$ cat config.mk
export PLATFORM = sky130hd
export DESIGN_NAME = kst_ring
export DESIGN_NICKNAME = d
export VERILOG_FILES = /design/src/assert_macros.svh /design/src/kst_pkg.sv /design/src/kst_ring.sv
export SDC_FILE = /design/constraint.sdc
export NUM_CORES = 1
export LEC_CHECK = 0
export ABC_AREA = 1
export BUFFER_PORTS_ARGS = -buffer_cell sky130_fd_sc_hd__clkbuf_2
export CELL_PAD_IN_SITES_DETAIL_PLACEMENT = 0
export CELL_PAD_IN_SITES_GLOBAL_PLACEMENT = 1
export CORE_MARGIN = 5
export CORE_UTILIZATION = 30
export CTS_BUF_LIST = sky130_fd_sc_hd__clkbuf_2 sky130_fd_sc_hd__clkbuf_4 sky130_fd_sc_hd__clkbuf_8
export CTS_CLUSTER_DIAMETER = 40
export DETAILED_ROUTE_END_ITERATION = 10
export GPL_ROUTABILITY_DRIVEN = 0
export PLACE_DENSITY = 0.48
export SYNTH_ARGS = -nofsm -noshare
export SYNTH_HDL_FRONTEND = slang
export SYNTH_SLANG_ARGS = --single-unit
$ cat constraint.sdc
create_clock -name clk -period 4.2 [get_ports clk]
set_clock_uncertainty 0.15 [all_clocks]
set_input_delay 1.05 -clock clk [delete_from_list [all_inputs] [get_ports clk]]
set_output_delay 1.05 -clock clk [all_outputs]
set_load 0.01 [all_outputs]
$ cat src/assert_macros.svh
// ----------------------------------------------------------------------------
// assert_macros.svh
// Shared concurrent assertion macros, clocked on clk, off while rst_n is low.
// ----------------------------------------------------------------------------
`ifndef ASSERT_MACROS_SVH
`define ASSERT_MACROS_SVH

// Same-cycle implication: whenever ante holds, cons holds on that edge.
`define ASSERT_IMPLIES(lbl, ante, cons) \
  lbl: assert property (@(posedge clk) disable iff (!rst_n) (ante) |-> (cons)) \
    else $error("same-cycle check failed");

// Next-cycle implication: whenever ante holds, cons holds on the next edge.
`define ASSERT_NEXT(lbl, ante, cons) \
  lbl: assert property (@(posedge clk) disable iff (!rst_n) (ante) |=> (cons)) \
    else $error("next-cycle check failed");

`endif

$ cat src/kst_pkg.sv
// ----------------------------------------------------------------------------
// kst_pkg
// Types, request codes and constants of the keyboard scancode translator.
// ----------------------------------------------------------------------------
package kst_pkg;

  // Parameter defaults
  localparam int RING_DEPTH_DEF  = 16;
  localparam int TABLE_DEPTH_DEF = 1024;
  localparam int ROW_LENGTH      = 96;

  // Field widths
  localparam int REQ_W   = 3;
  localparam int KEY_W   = 8;
  localparam int GROUP_W = 4;
  localparam int TADDR_W = 10;
  localparam int TVAL_W  = 8;
  localparam int CODE_W  = 16;
  localparam int SHIFT_W = 5;
  localparam int COUNT_W = 5;
  localparam int ROW_W   = 3;
  localparam int RETRY_W = 2;
  localparam int GROUPS  = 16;

  // Request codes
  localparam logic [REQ_W-1:0] REQ_SCAN   = 3'd0;
  localparam logic [REQ_W-1:0] REQ_RXERR  = 3'd1;
  localparam logic [REQ_W-1:0] REQ_POP    = 3'd2;
  localparam logic [REQ_W-1:0] REQ_PEEK   = 3'd3;
  localparam logic [REQ_W-1:0] REQ_GROUP  = 3'd4;
  localparam logic [REQ_W-1:0] REQ_TWRITE = 3'd5;
  localparam logic [REQ_W-1:0] REQ_CLEAR  = 3'd6;

  // Scancode landmarks
  localparam logic [KEY_W-1:0] KEY_DIRECT_LAST = 8'h51;
  localparam logic [KEY_W-1:0] KEY_HIGH_A      = 8'h35;
  localparam logic [KEY_W-1:0] KEY_HIGH_B      = 8'h3E;
  localparam logic [KEY_W-1:0] KEY_FIXED       = 8'h5E;
  localparam logic [KEY_W-1:0] KEY_SHIFTED_LO  = 8'h62;
  localparam logic [KEY_W-1:0] KEY_SHIFTED_HI  = 8'h6F;
  localparam logic [KEY_W-1:0] KEY_SHIFTED_OFS = 8'h0C;
  localparam logic [KEY_W-1:0] KEY_SHIFT_L     = 8'h70;
  localparam logic [KEY_W-1:0] KEY_SHIFT_R     = 8'h7D;
  localparam logic [KEY_W-1:0] KEY_MOD_LO      = 8'h71;
  localparam logic [KEY_W-1:0] KEY_MOD_HI      = 8'h74;
  localparam logic [KEY_W-1:0] BRK_SHIFT_L     = 8'hF0;
  localparam logic [KEY_W-1:0] BRK_SHIFT_R     = 8'hFD;
  localparam logic [KEY_W-1:0] BRK_MOD_LO      = 8'hF1;
  localparam logic [KEY_W-1:0] BRK_MOD_HI      = 8'hF4;
  localparam logic [TVAL_W-1:0] TBL_NO_CODE    = 8'hFF;
  localparam logic [CODE_W-1:0] CODE_FIXED     = 16'hAE00;
  localparam logic [RETRY_W-1:0] RETRY_LIMIT   = 2'd3;

  // Ring command from the sequencer
  typedef struct packed {
    logic              rd_en;  // read entry at head
    logic              push;   // append wdata when not full
    logic              pop;    // drop entry at head
    logic              clear;  // empty the ring
    logic [CODE_W-1:0] wdata;
  } ring_cmd_t;

  // Translate row from the shift state
  function automatic logic [ROW_W-1:0] pick_row(input logic [SHIFT_W-1:0] s);
    logic [ROW_W-1:0] r;
    if (s[4]) begin
      r = 3'd7;
    end else if (s[3]) begin
      r = 3'd6;
    end else begin
      r = s[2:0];
      if (r >= 3'd6) r = r - 3'd2;
    end
    return r;
  endfunction

endpackage

$ cat src/kst_ring.sv
// ----------------------------------------------------------------------------
// kst_ring
// Key code ring: storage array, head/tail pointers and fill count.
// ----------------------------------------------------------------------------
module kst_ring #(
  parameter int  RING_DEPTH = kst_pkg::RING_DEPTH_DEF,
  localparam int FILL_W     = $clog2(RING_DEPTH + 1)
) (
  input  logic                        clk,
  input  logic                        rst_n,
  input  kst_pkg::ring_cmd_t          cmd,
  output logic [kst_pkg::CODE_W-1:0]  rd_data,
  output logic [FILL_W-1:0]           fill,
  output logic [FILL_W-1:0]           fill_nxt
);

  localparam int PTR_W = $clog2(RING_DEPTH);
  localparam logic [PTR_W-1:0]  PTR_LAST = PTR_W'(RING_DEPTH - 1);
  localparam logic [FILL_W-1:0] FILL_MAX = FILL_W'(RING_DEPTH);

  logic [kst_pkg::CODE_W-1:0] ring_mem [RING_DEPTH];
  logic [kst_pkg::CODE_W-1:0] rd_data_r;
  logic [PTR_W-1:0]           head_r, head_nxt;
  logic [PTR_W-1:0]           tail_r, tail_nxt;
  logic [FILL_W-1:0]          fill_r;
  logic                       push_ok, pop_ok;

  assign push_ok = cmd.push && (fill_r != FILL_MAX);
  assign pop_ok  = cmd.pop && (fill_r != '0);

  // pointer and count update
  always_comb begin
    head_nxt = head_r;
    tail_nxt = tail_r;
    fill_nxt = fill_r;
    if (cmd.clear) begin
      head_nxt = '0;
      tail_nxt = '0;
      fill_nxt = '0;
    end else if (push_ok) begin
      tail_nxt = (tail_r == PTR_LAST) ? '0 : tail_r + 1'b1;
      fill_nxt = fill_r + 1'b1;
    end else if (pop_ok) begin
      head_nxt = (head_r == PTR_LAST) ? '0 : head_r + 1'b1;
      fill_nxt = fill_r - 1'b1;
    end
  end

  always_ff @(posedge clk) begin
    if (!rst_n) begin
      head_r <= '0;
      tail_r <= '0;
      fill_r <= '0;
    end else begin
      head_r <= head_nxt;
      tail_r <= tail_nxt;
      fill_r <= fill_nxt;
    end
  end

  // storage: write at tail, registered read at head
  always_ff @(posedge clk) begin
    if (push_ok && !cmd.clear) ring_mem[tail_r] <= cmd.wdata;
  end

  always_ff @(posedge clk) begin
    if (cmd.rd_en) rd_data_r <= ring_mem[head_r];
  end

  assign rd_data = rd_data_r;
  assign fill    = fill_r;

endmodule

==> key figures <==
Clock network
  – Clock latency on the worst-skew pair: 0.62 ns
  – Max Buffers Root-to-Sink: 3
  – H-Tree Depth: 2
  – CTS tree: yes
  – Root buf cell: clkbuf_8
  – Cts repair resizes: 0
  – # clock sinks: 285
  – Post-cts hold buffer count: 0
  – Clk slew on worst S/H paths: 0.05 ns
  – CTS buffer count: 52
  – Post-CTS Setup Bufs: 0

Power and ir drop
  – Overall power: 6024 uW
  – Total leakage power: 0.004496 uW
  – Peak supply drop: 0.0001827 V
  – Pwr/cell area: 454.3 nW/um2

Logic synthesis
  – Post-Syn Area: 11350 um2
  – Dominant cell type by area after synthesis: edfxtp_1
  – Top-count cell post-synth: edfxtp_1
  – Syn Inst Count: 888
  – Post-synthesis cell type count: 27
  – Post-synth ARST share: 0
  – Post-synth EDFFs: 272
  – Synth cell count leaders: 272 x edfxtp_1, 186 x nor2_1, 97 x o21ai_0, 66 x nand2_1, 43 x nand3_1
  – Register area share after synthesis: 0.7423
  – Seq cells post-synth: 285
  – Yosys top cell area share: 0.7194
  – Yosys warns: 0
  – Area contributors post-synth: edfxtp_1 72%, nor2_1 6.1%, o21ai_0 4.3%
  – Mean Syn Cell Area: 12.79 um2
  – Post-synth top flop: edfxtp_1
  – Synth Net Count: 917

Setup path
  – WP data required: 3.00 ns
  – Worst-path fanout max: 12
  – Crit path DAT: 2.35 ns
  – Setup Crit Path Kind: flip-flop to output pin
  – CP Capture Type: output pin
  – Critical Path Source Type: flip-flop

Route
  – WL per Instance: 21.14 um
  – Initial DRT Pass Iterations: 5
  – Met3 wire len: 1474 um
  – Highest metal used: met4
  – Initial DRC count: 477
  – Routed via count: 7128
  – Post-route ant nets: 0
  – Detailed Route WL: 32070 um
  – Vias per inst: 4.699
  – DRT met1 WL: 14580 um
  – WL met2: 15400 um
  – Post-route DRC: 0

GRT
  – Total track usage: 0.1558
  – Number of global-route vias before repair: 7334
  – Pin count of the biggest net entering global routing: 128
  – First-pass GRT wire length: 48210 um
  – Initial antenna violation count: 1
  – Overflow after GRT: 0

Placed design
  – Port-buffer cells: 47
  – DP Cell Count: 1421
  – Place WS: 0.9567 ns
  – Detailed placement HPWL: 18190 um

Run status
  – Status: finished clean

Layout
  – Layout cells sized above 1: 0.1871
  – Register area: 8436 um2
  – Area Overhead vs Synth: 16.80%
  – Final std cells w/o fill: 1517
  – NumNets Final: 993
  – Multi-input gate area: 2594 um2
  – Filler cells: 3821

STA
  – Final hold vios: 0
  – Rel. slew slack: 0.3458
  – Setup_tns: 0 ns
  – Setup-failing EPs final: 0
  – Period minus WS final: 3.549 ns
  – Period utilisation layout: 0.8451
  – Worst setup margin: 0.6508 ns
  – Max frequency: 281.8 MHz
  – Max Slew Vio Count: 0
  – Slew @ Worst Pin: 0.9802 ns
  – Unrepaired setup endpoints after global routing: false
  – Hold slack: 0.3640 ns

Die
  – Std cell rows: 71
  – DIE HEIGHT: 204.5 um
  – Starting Density: 0.3029
  – IO Pins: 48
  – Die Footprint: 41830 um2
  – Die width: 204.5 um
  – Placeable Area: 37490 um2

Run
  – MaxCap Viol Count: 0

Worst hold path
  – HP Class: flip-flop to flip-flop
==> cell type report <==
cell class	count	share of cell area
well taps	511	0.04822
inverters	25	0.007266
multi-input cells	528	0.1956
repair buffers	72	0.03472
clock inverters	17	0.009153
clock buffers	78	0.06869
flip-flops and latches	285	0.6362
diodes	1	0.0001887
==> where the power goes <==
group / internal, uW / total [uW] / switching, uW
Clock: 1450 / 2610 / 1160
Combinational: 70.7 / 250 / 179
Sequential: 3140 / 3160 / 22.4
==> stage by stage <==
step	instance area [um2]	utilization
floorplan	11350	-
global placement	12230	0.3261
detailed placement	12230	0.3261
CTS	13260	0.3536
global route	13260	0.3536
finish	13260	0.3537
==> path summary, 6_finish.rpt <==
kind / slack, ns / to / start / cells after the start
worst max-delay path: 0.65 / fill_nxt[1] / fill[0] / 10
worst max register to register: 1.32 / rd_data[4] / head_r[1] / 6
worst min register to register: 0.36 / tail_r[0] / tail_r[0] / 2
worst min-delay path: 0.36 / tail_r[0] / tail_r[0] / 2
==> critical path, cell delays in order, from the launching register on <==
cell and delay (ns):
dfxtp_1 0.36, inv_1 0.11, ha_1 0.28, nand3_2 0.12, nand2_2 0.21, inv_2 0.12, nor2_1 0.20, nand2_1 0.08
nand3_1 0.11, inv_1 0.05, clkbuf_2 0.12
==> cell families after synthesis <==
| family | after synthesis | synth area share |
|---|---|---|
| and+or+nand+nor | 310 | 0.1111 |
| xor gates and xnor gates | 5 | 0.003857 |
| DFF | 285 | 0.7423 |
| adders and majority gates | 7 | 0.007714 |
| buffers and inverters | 75 | 0.03361 |
| AOI/OAI and AO/OA | 206 | 0.1014 |
==> cells in the final DEF, fill, tap and decap left out, types with 22 or more instances in the layout <==
| cell | instances |
|---|---|
| edfxtp_1 | 272 |
| nor2_1 | 174 |
| o21ai_0 | 97 |
| nand2_1 | 66 |
| clkbuf_8 | 52 |
| clkbuf_2 | 47 |
| nand3_1 | 43 |
| o21ai_1 | 38 |
| o211ai_1 | 32 |
| o22ai_1 | 32 |
| clkbuf_4 | 26 |
| buf_4 | 22 |
==> metal layers <==
metal  track usage  vias to the layer above
met5             0                        -
li1              -                     3388
met2        0.2530                      156
met3       0.03087                       46
met4       0.04810                        0
met1        0.2123                     3538
==> registers in the layout, summed over array words and instances (netlist names) <==
register	cells
rd_data	16
ring_mem	256
head_r	4
tail_r	4
fill	5
No activity file was read; power rests on OpenSTA's default activity.
